### src/rtl/psrl_ram.sv
// Single-port-write, single-port-read RAM with registered read data.
`timescale 1ns / 1ps

module psrl_ram #(
  parameter int unsigned W     = 1,
  parameter int unsigned AW    = 2,
  parameter int unsigned DEPTH = 4
) (
  input  logic          clk,
  input  logic          we,
  input  logic [AW-1:0] waddr,
  input  logic [W-1:0]  wdata,
  input  logic [AW-1:0] raddr,
  output logic [W-1:0]  rdata
);

  logic [W-1:0] mem [DEPTH];
  logic [W-1:0] rdata_r;

  always_ff @(posedge clk) begin
    if (we) begin
      mem[waddr] <= wdata;
    end
    rdata_r <= mem[raddr];
  end

  assign rdata = rdata_r;

endmodule

### config.mk
export PLATFORM = sky130hd
export DESIGN_NAME = psrl_ram
export DESIGN_NICKNAME = d
export VERILOG_FILES = /design/src/rtl/psrl_ram.sv
export SDC_FILE = /design/constraint.sdc
export NUM_CORES = 1
export LEC_CHECK = 0
export ABC_CLOCK_PERIOD_IN_PS = 1150
export CAP_MARGIN = 20
export CORE_AREA = 5 5 42 44
export DETAILED_ROUTE_END_ITERATION = 16
export DIE_AREA = 0 0 47 49
export DONT_BUFFER_PORTS = 1
export HOLD_SLACK_MARGIN = 0.02
export PLACE_DENSITY_LB_ADDON = 0.05
export SYNTH_ARGS = -nofsm -noshare
export SYNTH_HDL_FRONTEND = slang
export SYNTH_SLANG_ARGS = --single-unit
### constraint.sdc
create_clock -name clk -period 1.15 [get_ports clk]
set_clock_uncertainty 0.1 [all_clocks]
set_input_delay 0.2875 -clock clk [delete_from_list [all_inputs] [get_ports clk]]
set_output_delay 0.2875 -clock clk [all_outputs]
set_load 0.1 [all_outputs]
==> results by group <==
Floorplanning
  – Initial Utilization: between 10% and 20%
  – Core ar.: between 1000 and 1500 um^2
  – Die Ht: 49 um
  – Die area: about 2300 um^2
  – Ports: 8
  – DIE WIDTH: around 47 um
  – # rows: 14

Synthesis
  – Synth cell types: 6
  – Post-Syn Area: 193.9 um^2
  – Yosys Warn Count: 0
  – Mapped Cells: 10
  – Synth area leaders: edfxtp_1, mux4_2, dfxtp_1
  – Top-count cell post-synth: edfxtp_1
  – Post-synth top area share: 61.94%
  – Yosys reg bits: 5
  – Post-Syn Area per Cell: around 19 um^2
  – Sequential cell area fraction in the yosys report: between 70% and 80%
  – Post-Syn Nets: 17
  – FFs w/ async S/R, synth: 0%
  – Post-synth EDFFs: 4
  – Synth area leader: edfxtp_1
  – Top_reg_cell synth: edfxtp_1
  – Synth top cells by count: edfxtp_1, and3b_1

STA
  – RSZ-0062 raised after global routing: true
  – FMAX: around 0.9 GHz
  – Rel. slew slack: 85.77%
  – Tmin final: roughly 1100 ps
  – Final Hold Fails: 0
  – Final setup viols: 0
  – Final slew viol count: 0
  – Crit share post-route: ~100%
  – Slew of the pin with the lowest slew margin: 212.9 ps

Global routing
  – Largest net degree at the start of global routing: 5
  – Global-route wire length before repair: 476 um
  – Antenna violations before repair: 0
  – Total GRT Usage: 3.473%
  – Number of global-route vias before repair: around 130
  – GRT overflow: 0

Pwr
  – Cell-internal power: 0.0003611 W
  – Total chip power: approximately 0.00046 W
  – Clock power share: approximately 43%
  – Maximum vdd drop: a little under 0.4 mV
  – NetSw: roughly 0.0001 W
  – Net Sw Frac: between 20% and 30%
  – Leakage: between 0.09 and 0.1 nW
  – PD cells: 1764 nW/um^2
  – Sequential Power Share: a little under half
  – Combinational Power Share: between 10 and 15%

Clock tree
  – Maximum buffer depth of the clock tree: 2
  – Clock Tree Root: clkbuf_4
  – Clk Latency, worst-skew pair: around 240 ps
  – Total CTS buffers: 3
  – Worst-path clk slew: roughly 40 ps
  – CTS HTree Levels: 1
  – TritonCTS Sinks: 5
  – CTS Hold Bufs: 0
  – CTS tree: built

Placement
  – Buffers on Ports: 0
  – Dpl cells: 27
  – Placer Congestion: around 0.68

Finish
  – Area grow syn2layout: 34.84%
  – Share of cells above drive strength 1: around two fifths
  – Final Non-Filler Cells: 31
  – Fill count: around 160
  – Final core utilization: between 10% and 20%
  – # diodes: 0
  – Fin nets: 23

Routing
  – Routed wire length: a little under 300 um
  – Drc violations: 0
  – Vias/cell: ~3.5
  – Post-route ant nets: 0
  – Initial DRC count: 0
  – Vias: 110
  – Number of detailed-route iterations in the first pass: 1
  – Routed len/inst: around 9.6 um

Setup path
  – CP Class: reg -> out
  – Crit path DAT: between 700 and 800 ps
  – Top Family by Delay on Critical Path: flip-flops
  – Worst path slowest cell: dfxtp_2
  – CP required: around 760 ps
  – WP buf/inv: 1
  – CP Max Fanout: 1
  – Max incr delay on CP: 330 ps
  – CP Capture Type: output pin
  – Crit-path cells: buf_12
  – R2r worst-path depth: 1
  – Setup crit start kind: flip-flop
  – Instance count on the critical path: 1

Hold path
  – Hold WC Path Type: in -> reg
  – Hold path depth: 0

Outcome
  – Status: complete, no violations

Run
  – Max Cap Viol: 0
## flip-flops by register name (all words and copies together), names as in the netlist
name / count
mem: 4
rdata: 1
## kinds of logic after synthesis
family           synth area share [%]
multiplexers                    11.61
AND/OR/NAND/NOR                 16.13
flip-flops                      72.26
## cell usage in the layout (no fill, tap or decap), drive strengths merged
master | synthesis | final
nor3b | 1 | 1
and3 | 1 | 1
and3b | 2 | 2
dfxtp | 1 | 1
edfxtp | 4 | 4
mux4 | 1 | 1
buf | 0 | 1
clkbuf | 0 | 4
## final timing paths
check                            start  endpoint  slack (ps)
worst max register to register  mem[3]     rdata         100
worst max-delay path             rdata     rdata          20
worst min register to register  mem[2]     rdata         450
worst min-delay path             wdata    mem[3]          40
## per-stage QoR
| stage | instance area [um^2] | setup slack (ps) | TNS, ps | hold slack [ps] |
|---|---|---|---|---|
| global route | 261.5 | -1.238 | -1.238 | 23.97 |
| finish | 261.5 | 22.93 | 0 | 42.85 |
| floorplan | 195.2 | 136.7 | 0 | 286.4 |
| global placement | 235.2 | 127.2 | 0 | 286.6 |
| CTS | 261.5 | 6.900 | 0 | 29.56 |
| detailed placement | 235.2 | 96.58 | 0 | 286.6 |
## metal layers
layer  vias to the layer above  global-route usage, %  part of all wire (%)
met1                        52                  2.915                    45
met4                         0                  4.147                     0
met5                         -                      0                     0
li1                         50                      -                     -
met2                         8                  3.167                    38
met3                         0                  4.797                    16
## timing repair
item / 4_1_cts / 5_1_grt
resized for setup: 0 / 0
buffers inserted: 0 / 0
endpoints found under the setup margin: 0 / 1
## final cells by class
| type | count | area [um^2] | share of cell area, % |
|---|---|---|---|
| Clock buffer | 4 | 26.28 | 10.05 |
| Multi-Input combinational cell | 5 | 53.80 | 20.57 |
| Sequential cell | 5 | 141.4 | 54.07 |
| Tap cell | 16 | 20.02 | 7.655 |
| Timing Repair Buffer | 1 | 20.02 | 7.655 |
## power by group through the flow
stage,clock [W],combinational [W],sequential (W)
floorplan,0,0.0000109,0.000238
global placement,0,0.0000519,0.000215
detailed placement,0,0.0000518,0.000216
CTS,0.000211,0.0000520,0.000212
global route,0.000223,0.0000525,0.000213
finish,0.000197,0.0000515,0.000212
Note: power is estimated with default switching activity, not from simulation.
