<file path="config.mk">
export PLATFORM = sky130hd
export DESIGN_NAME = psrl_ctrl
export DESIGN_NICKNAME = d
export VERILOG_FILES = /design/src/rtl/psrl_pkg.sv /design/src/rtl/psrl_ctrl.sv
export SDC_FILE = /design/constraint.sdc
export NUM_CORES = 1
export LEC_CHECK = 0
export ABC_CLOCK_PERIOD_IN_PS = 8300
export BUFFER_PORTS_ARGS = -buffer_cell sky130_fd_sc_hd__buf_4
export CAP_MARGIN = 20
export CORE_UTILIZATION = 60
export CTS_BUF_LIST = sky130_fd_sc_hd__clkbuf_2 sky130_fd_sc_hd__clkbuf_4 sky130_fd_sc_hd__clkbuf_8
export DETAILED_ROUTE_END_ITERATION = 10
export HOLD_SLACK_MARGIN = 0.03
export PLACE_DENSITY = 0.85
export RECOVER_POWER = 50
export SETUP_SLACK_MARGIN = 0.1
export SYNTH_ARGS = -nofsm -noshare
export SYNTH_HDL_FRONTEND = slang
export SYNTH_SLANG_ARGS = --single-unit
</file>
<file path="constraint.sdc">
create_clock -name clk -period 8.3 [get_ports clk]
set_input_delay 0.415 -clock clk [delete_from_list [all_inputs] [get_ports clk]]
set_output_delay 0.415 -clock clk [all_outputs]
set_load 0.005 [all_outputs]
</file>
<file path="src/rtl/psrl_pkg.sv">
// Shared types and constants for the prime rank lookup block.
`timescale 1ns / 1ps

package psrl_pkg;

  localparam int unsigned QUERY_W = 16;
  localparam int unsigned LIMIT_W = 17;
  localparam int unsigned RANK_W  = 13;

  localparam logic [LIMIT_W-1:0] LIMIT_RESET = 17'd65536;
  localparam logic [RANK_W-1:0]  RANK_MAX    = {RANK_W{1'b1}};

  typedef enum logic [2:0] {
    S_IDLE,
    S_CLR,
    S_TEST,
    S_CHK,
    S_MARK,
    S_RANK,
    S_LOOK,
    S_RES
  } psrl_state_t;

  typedef struct packed {
    logic busy;
    logic res_valid;
    logic in_range;
  } psrl_stat_t;

endpackage

</file>
<file path="src/rtl/psrl_ctrl.sv">
// Sequencer for sieve build, rank pass and query lookup, around one shared adder.
`timescale 1ns / 1ps

module psrl_ctrl
  import psrl_pkg::*;
#(
  parameter int unsigned AW = 16,
  parameter int unsigned LW = 17
) (
  input  logic               clk,
  input  logic               rst_n,
  input  logic               start,
  input  logic [QUERY_W-1:0] query,
  input  logic [LW-1:0]      lim,
  input  logic               built_clr,
  output psrl_stat_t         stat,
  // composite map
  output logic               cmp_we,
  output logic [AW-1:0]      cmp_waddr,
  output logic               cmp_wdata,
  output logic [AW-1:0]      cmp_raddr,
  input  logic               cmp_rdata,
  // rank store
  output logic               rnk_we,
  output logic [AW-1:0]      rnk_waddr,
  output logic [RANK_W-1:0]  rnk_wdata,
  output logic [AW-1:0]      rnk_raddr
);

  localparam int unsigned CW = LW + 1;

  psrl_state_t       state_r, state_nxt;
  logic              built_r, built_nxt;
  logic [LW-1:0]     cnt_r, cnt_nxt;
  logic [LW-1:0]     i_r, i_nxt;
  logic [CW-1:0]     sq_r, sq_nxt;
  logic [CW-1:0]     j_r, j_nxt;
  logic [RANK_W-1:0] rank_r, rank_nxt;
  logic              pend_r, pend_nxt;
  logic [AW-1:0]     paddr_r, paddr_nxt;
  logic [AW-1:0]     q_r, q_nxt;
  logic              inr_r, inr_nxt;

  // shared adder and comparator
  logic [CW-1:0] add_a, add_b, add_sum;
  logic          add_cin;
  logic [CW-1:0] lt_a;
  logic          lt;

  logic [LW-1:0]     qx;
  logic [RANK_W-1:0] rank_inc;

  assign add_sum  = add_a + add_b + CW'(add_cin);
  assign lt       = lt_a < CW'(lim);
  assign qx       = LW'(query);
  assign rank_inc = (rank_r == RANK_MAX) ? rank_r : rank_r + 1'b1;

  always_ff @(posedge clk) begin
    if (!rst_n) begin
      state_r <= S_IDLE;
      built_r <= 1'b0;
      pend_r  <= 1'b0;
    end else begin
      state_r <= state_nxt;
      built_r <= built_nxt;
      pend_r  <= pend_nxt;
    end
  end

  always_ff @(posedge clk) begin
    cnt_r   <= cnt_nxt;
    i_r     <= i_nxt;
    sq_r    <= sq_nxt;
    j_r     <= j_nxt;
    rank_r  <= rank_nxt;
    paddr_r <= paddr_nxt;
    q_r     <= q_nxt;
    inr_r   <= inr_nxt;
  end

  always_comb begin
    state_nxt = state_r;
    built_nxt = built_r;
    cnt_nxt   = cnt_r;
    i_nxt     = i_r;
    sq_nxt    = sq_r;
    j_nxt     = j_r;
    rank_nxt  = rank_r;
    pend_nxt  = 1'b0;
    paddr_nxt = paddr_r;
    q_nxt     = q_r;
    inr_nxt   = inr_r;

    add_a   = CW'(cnt_r);
    add_b   = '0;
    add_cin = 1'b1;
    lt_a    = CW'(cnt_r);

    cmp_we    = 1'b0;
    cmp_waddr = cnt_r[AW-1:0];
    cmp_wdata = 1'b0;
    cmp_raddr = cnt_r[AW-1:0];
    rnk_we    = 1'b0;
    rnk_waddr = paddr_r;
    rnk_wdata = '0;
    rnk_raddr = q_r;

    if (built_clr) begin
      built_nxt = 1'b0;
    end

    unique case (state_r)
      S_IDLE: begin
        // lookup read runs speculatively on the incoming value
        rnk_raddr = qx[AW-1:0];
        if (start) begin
          q_nxt   = qx[AW-1:0];
          inr_nxt = qx < lim;
          if (built_r) begin
            state_nxt = S_RES;
          end else begin
            cnt_nxt   = '0;
            state_nxt = S_CLR;
          end
        end
      end
      S_CLR: begin
        if (lt) begin
          cmp_we    = 1'b1;
          cmp_wdata = cnt_r < LW'(2);
          cnt_nxt   = add_sum[LW-1:0];
        end else begin
          i_nxt     = LW'(2);
          sq_nxt    = CW'(4);
          state_nxt = S_TEST;
        end
      end
      S_TEST: begin
        lt_a      = sq_r;
        cmp_raddr = i_r[AW-1:0];
        if (lt) begin
          state_nxt = S_CHK;
        end else begin
          cnt_nxt   = '0;
          rank_nxt  = '0;
          state_nxt = S_RANK;
        end
      end
      S_CHK: begin
        if (cmp_rdata) begin
          // (i+1)^2 = i^2 + 2i + 1
          add_a     = sq_r;
          add_b     = {i_r, 1'b0};
          add_cin   = 1'b1;
          sq_nxt    = add_sum;
          i_nxt     = i_r + 1'b1;
          state_nxt = S_TEST;
        end else begin
          add_a     = CW'(i_r);
          add_b     = CW'(i_r);
          add_cin   = 1'b0;
          j_nxt     = add_sum;
          state_nxt = S_MARK;
        end
      end
      S_MARK: begin
        lt_a = j_r;
        if (lt) begin
          cmp_we    = 1'b1;
          cmp_waddr = j_r[AW-1:0];
          cmp_wdata = 1'b1;
          add_a     = j_r;
          add_b     = CW'(i_r);
          add_cin   = 1'b0;
          j_nxt     = add_sum;
        end else begin
          add_a     = sq_r;
          add_b     = {i_r, 1'b0};
          add_cin   = 1'b1;
          sq_nxt    = add_sum;
          i_nxt     = i_r + 1'b1;
          state_nxt = S_TEST;
        end
      end
      S_RANK: begin
        // read composite[cnt] now, write rank in the next cycle
        if (lt) begin
          pend_nxt  = 1'b1;
          paddr_nxt = cnt_r[AW-1:0];
          cnt_nxt   = add_sum[LW-1:0];
        end else if (!pend_r) begin
          built_nxt = 1'b1;
          state_nxt = S_LOOK;
        end
        if (pend_r) begin
          rnk_we = 1'b1;
          if (!cmp_rdata) begin
            rnk_wdata = rank_inc;
            rank_nxt  = rank_inc;
          end
        end
      end
      S_LOOK: begin
        state_nxt = S_RES;
      end
      S_RES: begin
        state_nxt = S_IDLE;
      end
      default: begin
        state_nxt = S_IDLE;
      end
    endcase
  end

  assign stat.busy      = state_r != S_IDLE;
  assign stat.res_valid = state_r == S_RES;
  assign stat.in_range  = inr_r;

endmodule

</file>
==> results.tsv <==
stage	metric	value	unit
timing	Worst Tran Pin Value	2.06	ns
clock_network	clk sinks	121	
floorplan	die width	118	um
power_and_ir_drop	peak supply drop	0.204	mV
clock_network	clock latency on the worst-skew pair	0.47	ns
worst_setup_path	reg2reg end	sq_r[16]$_SDFFCE_PP0P_	
clock_network	root buffer cell	clkbuf_8	
route	first-pass iteration count of the detailed router	5	
clock_network	Num CTS Buffers	17	
timing	Max Slew Vio Count	45	
cells_and_area	final net count	1068	
route	final WL	22200	um
global_routing	Tot GR Track Use	32.8	%
power_and_ir_drop	Pwr Density	378	mW/mm^2
synthesis	Synth cell types	63	
cells_and_area	share of cells above drive strength 1	15.3	%
global_routing	largest net degree at the start of global routing	45	
route	vias	7074	
cells_and_area	FF/Latch Area	0.00358	mm^2
synthesis	sequential area share after synthesis	44.1	%
worst_setup_path	Critical Path AT	7.34	ns
global_routing	initial antenna violation count	0	
synthesis	area fraction of the dominant cell type after synthesis	42.9	%
global_routing	grt ovf	0	
worst_setup_path	Reg2Reg Launch Point	state_r[2]$_SDFFE_PN0P_	
worst_setup_path	Max Fanout on Critical Path	22	
timing	Final Hold Vio Count	0	
global_routing	number of global-route vias before repair	6726	
timing	f_max	0.139	GHz
timing	fin crit share	86.8	%
power_and_ir_drop	Sw Share	43.8	%
synthesis	Yosys reg bits	121	
global_routing	global-route wire length before repair	35200	um
route	drc violations	0	
clock_network	CTS tree	built	
worst_setup_path	crit path buf inv count	2	
flow_run	MaxCap Viol Count	1	
timing	Final Critical Period	7.20	ns
worst_setup_path	crit-path leading delay family	simple AND/OR/NAND/NOR gates	
status	status	complete, but fails checks	
synthesis	EDFF count, synth	116	
floorplan	die area	0.0140	mm^2
floorplan	Initial Util	61.3	%
clock_network	setup bufs post-CTS	0	
floorplan	die height	118	um
worst_setup_path	depth of the most critical reg-to-reg path	22	
worst_setup_path	Worst R2R Setup Slack	1.10	ns
worst_setup_path	CP max stage cell	dfxtp_1	
timing	final worst slack	1.10	ns
status	failing checks	max-capacitance violations, max-slew violations	
synthesis	largest area contributor in the netlist	edfxtp_1	
min_path	Hold EP	q_r[0]$_DFFE_PP_	
placement	port bufs	120	
route	Wirelength per Cell	19.0	um
power_and_ir_drop	internal power	2.00	mW
clock_network	Max H-tree Level	4	
worst_setup_path	crit-path cells	nor3b_1 > nor2_1 > nand2_1 > nand2_1 > ha_1 > nand3_1 > or4_1 > a2111oi_0 > or4_1 > clkbuf_1 > mux2i_1 > a221o_1 > fa_1 > inv_1 > fa_1 > a21o_1 > a21oi_1 > o21bai_1 > a21boi_0 > o2111a_1 > nor3_1 > nor2_1	
clock_network	Worst-path clk slew	0.08	ns
min_path	Hold Crit Start	query[0]	
clock_network	cells resized by post-CTS repair	0	
synthesis	syn avg cell area	9.32	um^2
timing	setup_tns	0	ns
synthesis	cell count after synthesis	871	
route	vias per inst	6.07	
power_and_ir_drop	sw power	1.56	mW
floorplan	total I/O pin count	121	
cells_and_area	commonest non-fill, non-tap cell in the layout	nand2_1	
synthesis	Top FF cell, synth	edfxtp_1	
synthesis	syn nets	960	
power_and_ir_drop	combinational share of power	51.7	%
placement	worst slack, placed	1.56	ns
timing	endpoints failing setup	0	
route	Final ANT Viol Nets	0	
cells_and_area	area of the multi-input gates	0.00415	mm^2
synthesis	Post-synth ARST share	0	%
power_and_ir_drop	LEAKAGE	3.99	nW
worst_setup_path	CP Launch Type	flip-flop	
route	Iter 0 DRT Violations	781	
synthesis	yosys warns	0	
cells_and_area	Fillers	1031	
floorplan	Rows	42	
floorplan	Core Box Area	0.0132	mm^2
cells_and_area	most frequent cells in the layout	175 x nand2_1, 116 x edfxtp_1, 93 x nor2_1	
synthesis	Syn Std Cell Area	0.00812	mm^2
min_path	WHS Path Cells	1	
timing	RSZ-0062 raised after global routing	false	
worst_setup_path	critical path type	flip-flop to flip-flop	
min_path	Hold Path Class	input pin to flip-flop	
worst_setup_path	CP max stage delay	0.76	ns
cells_and_area	area delta synth->final	15.8	%
cells_and_area	antenna diode count	0	
worst_setup_path	Crit. End Element	flip-flop	
placement	post-detail-place hpwl	16100	um
placement	GPL Wtd Cong	0.941	
synthesis	top cells by area, synth	edfxtp_1 43%, nand2_1 8.1%, ha_1 7.6%	
timing	Slew headroom	-37.1	%
timing	Clock Skews	0.0177	ns
power_and_ir_drop	power share of the clock group	14.0	%
worst_setup_path	Critical Path RT	8.43	ns
clock_network	Clock Tree Buf Depth	2	
power_and_ir_drop	Flop pwr share	34.3	%
clock_network	hold_buf cts	0	
==> flip-flops by register name (all words and copies together), names as in the netlist <==
| name | flops |
|---|---|
| sq_r | 18 |
| built_r | 1 |
| rank_r | 13 |
| i_r | 17 |
| j_r | 18 |
| pend_r | 1 |
| rnk_waddr | 16 |
| cnt_r | 17 |
| state_r | 3 |
| q_r | 16 |
| inr_r | 1 |
==> synth_stat cells (all sizes together) (8+ instances only) <==
library cell and instances:
nor2 93, nand3 20, a22oi 17, buf 13, xnor2 16, nor2b 8
a21o 8, o221ai 14, mux2 16, nand2 175, inv 49, nor3 18
a21oi 32, ha 49, o21ai 25, xor2 15, a22o 18, edfxtp 116
mux2i 29, clkbuf 31
==> how the worst max path moves through the flow <==
stage                                  from                      end  slack, ns  cells past startpoint
floorplan           state_r[2]$_SDFFE_PN0P_   cnt_r[8]$_SDFFCE_PP0P_       2.75                     24
global placement    state_r[2]$_SDFFE_PN0P_   sq_r[17]$_SDFFCE_PP0P_       1.71                     21
detailed placement  state_r[2]$_SDFFE_PN0P_  cnt_r[16]$_SDFFCE_PP0P_       1.56                     22
CTS                 state_r[2]$_SDFFE_PN0P_  cnt_r[16]$_SDFFCE_PP0P_       1.51                     22
global route        state_r[2]$_SDFFE_PN0P_   sq_r[16]$_SDFFCE_PP0P_       0.57                     22
finish              state_r[2]$_SDFFE_PN0P_   sq_r[16]$_SDFFCE_PP0P_       1.10                     22
==> power by group through the flow <==
stage,clock [mW],combinational [mW],sequential (mW)
2_1_floorplan,0,1.27,1.08
3_3_place_gp,0,1.78,1.21
3_5_place_dp,0,1.83,1.22
4_1_cts,0.498,1.84,1.21
5_1_grt,0.525,2.02,1.23
6_report,0.498,1.84,1.22
==> through the flow <==
stage	instance area (um^2)	cells	hold WS, ns	power, mW	util, %
after CTS	9510	1165	0.144	3.55	71.8
final	9400	1166	0.216	3.55	71.0
after global placement	9160	1135	0.499	3.00	69.1
after global routing	9400	1166	0.219	3.78	71.0
after floorplan	8120	871	0.449	2.35	-
after detailed placement	9160	1135	0.496	3.05	69.1
==> routing by layer <==
layer	track usage [%]	wire [um]	vias up
met1	41.6	8850	3251
li1	-	-	3336
met2	52.5	10300	421
met3	9.22	2300	66
met4	13.8	704	0
met5	0	0	-
==> kinds of logic (layout without fill, tap and decap cells) <==
family	after synthesis	count (layout)	share of synthesized area [%]
xor gates and xnor gates	31	31	3.34
and+or+nand+nor	368	368	19.9
AOI/OAI and AO/OA	161	161	14.0
muxes	45	45	5.80
adders and majority gates	51	51	8.05
buffers and inverters	94	213	4.76
DFF	121	121	44.1
==> layout make-up <==
| type | count | share of cell area (%) |
|---|---|---|
| clock buffers | 19 | 2.65 |
| clock inverters | 11 | 1.14 |
| inverters | 50 | 2.00 |
| multi-input cells | 656 | 44.2 |
| flip-flops and latches | 121 | 38.1 |
| well taps | 176 | 2.34 |
| repair buffers | 133 | 9.58 |
(Power assumes the default switching activity.)
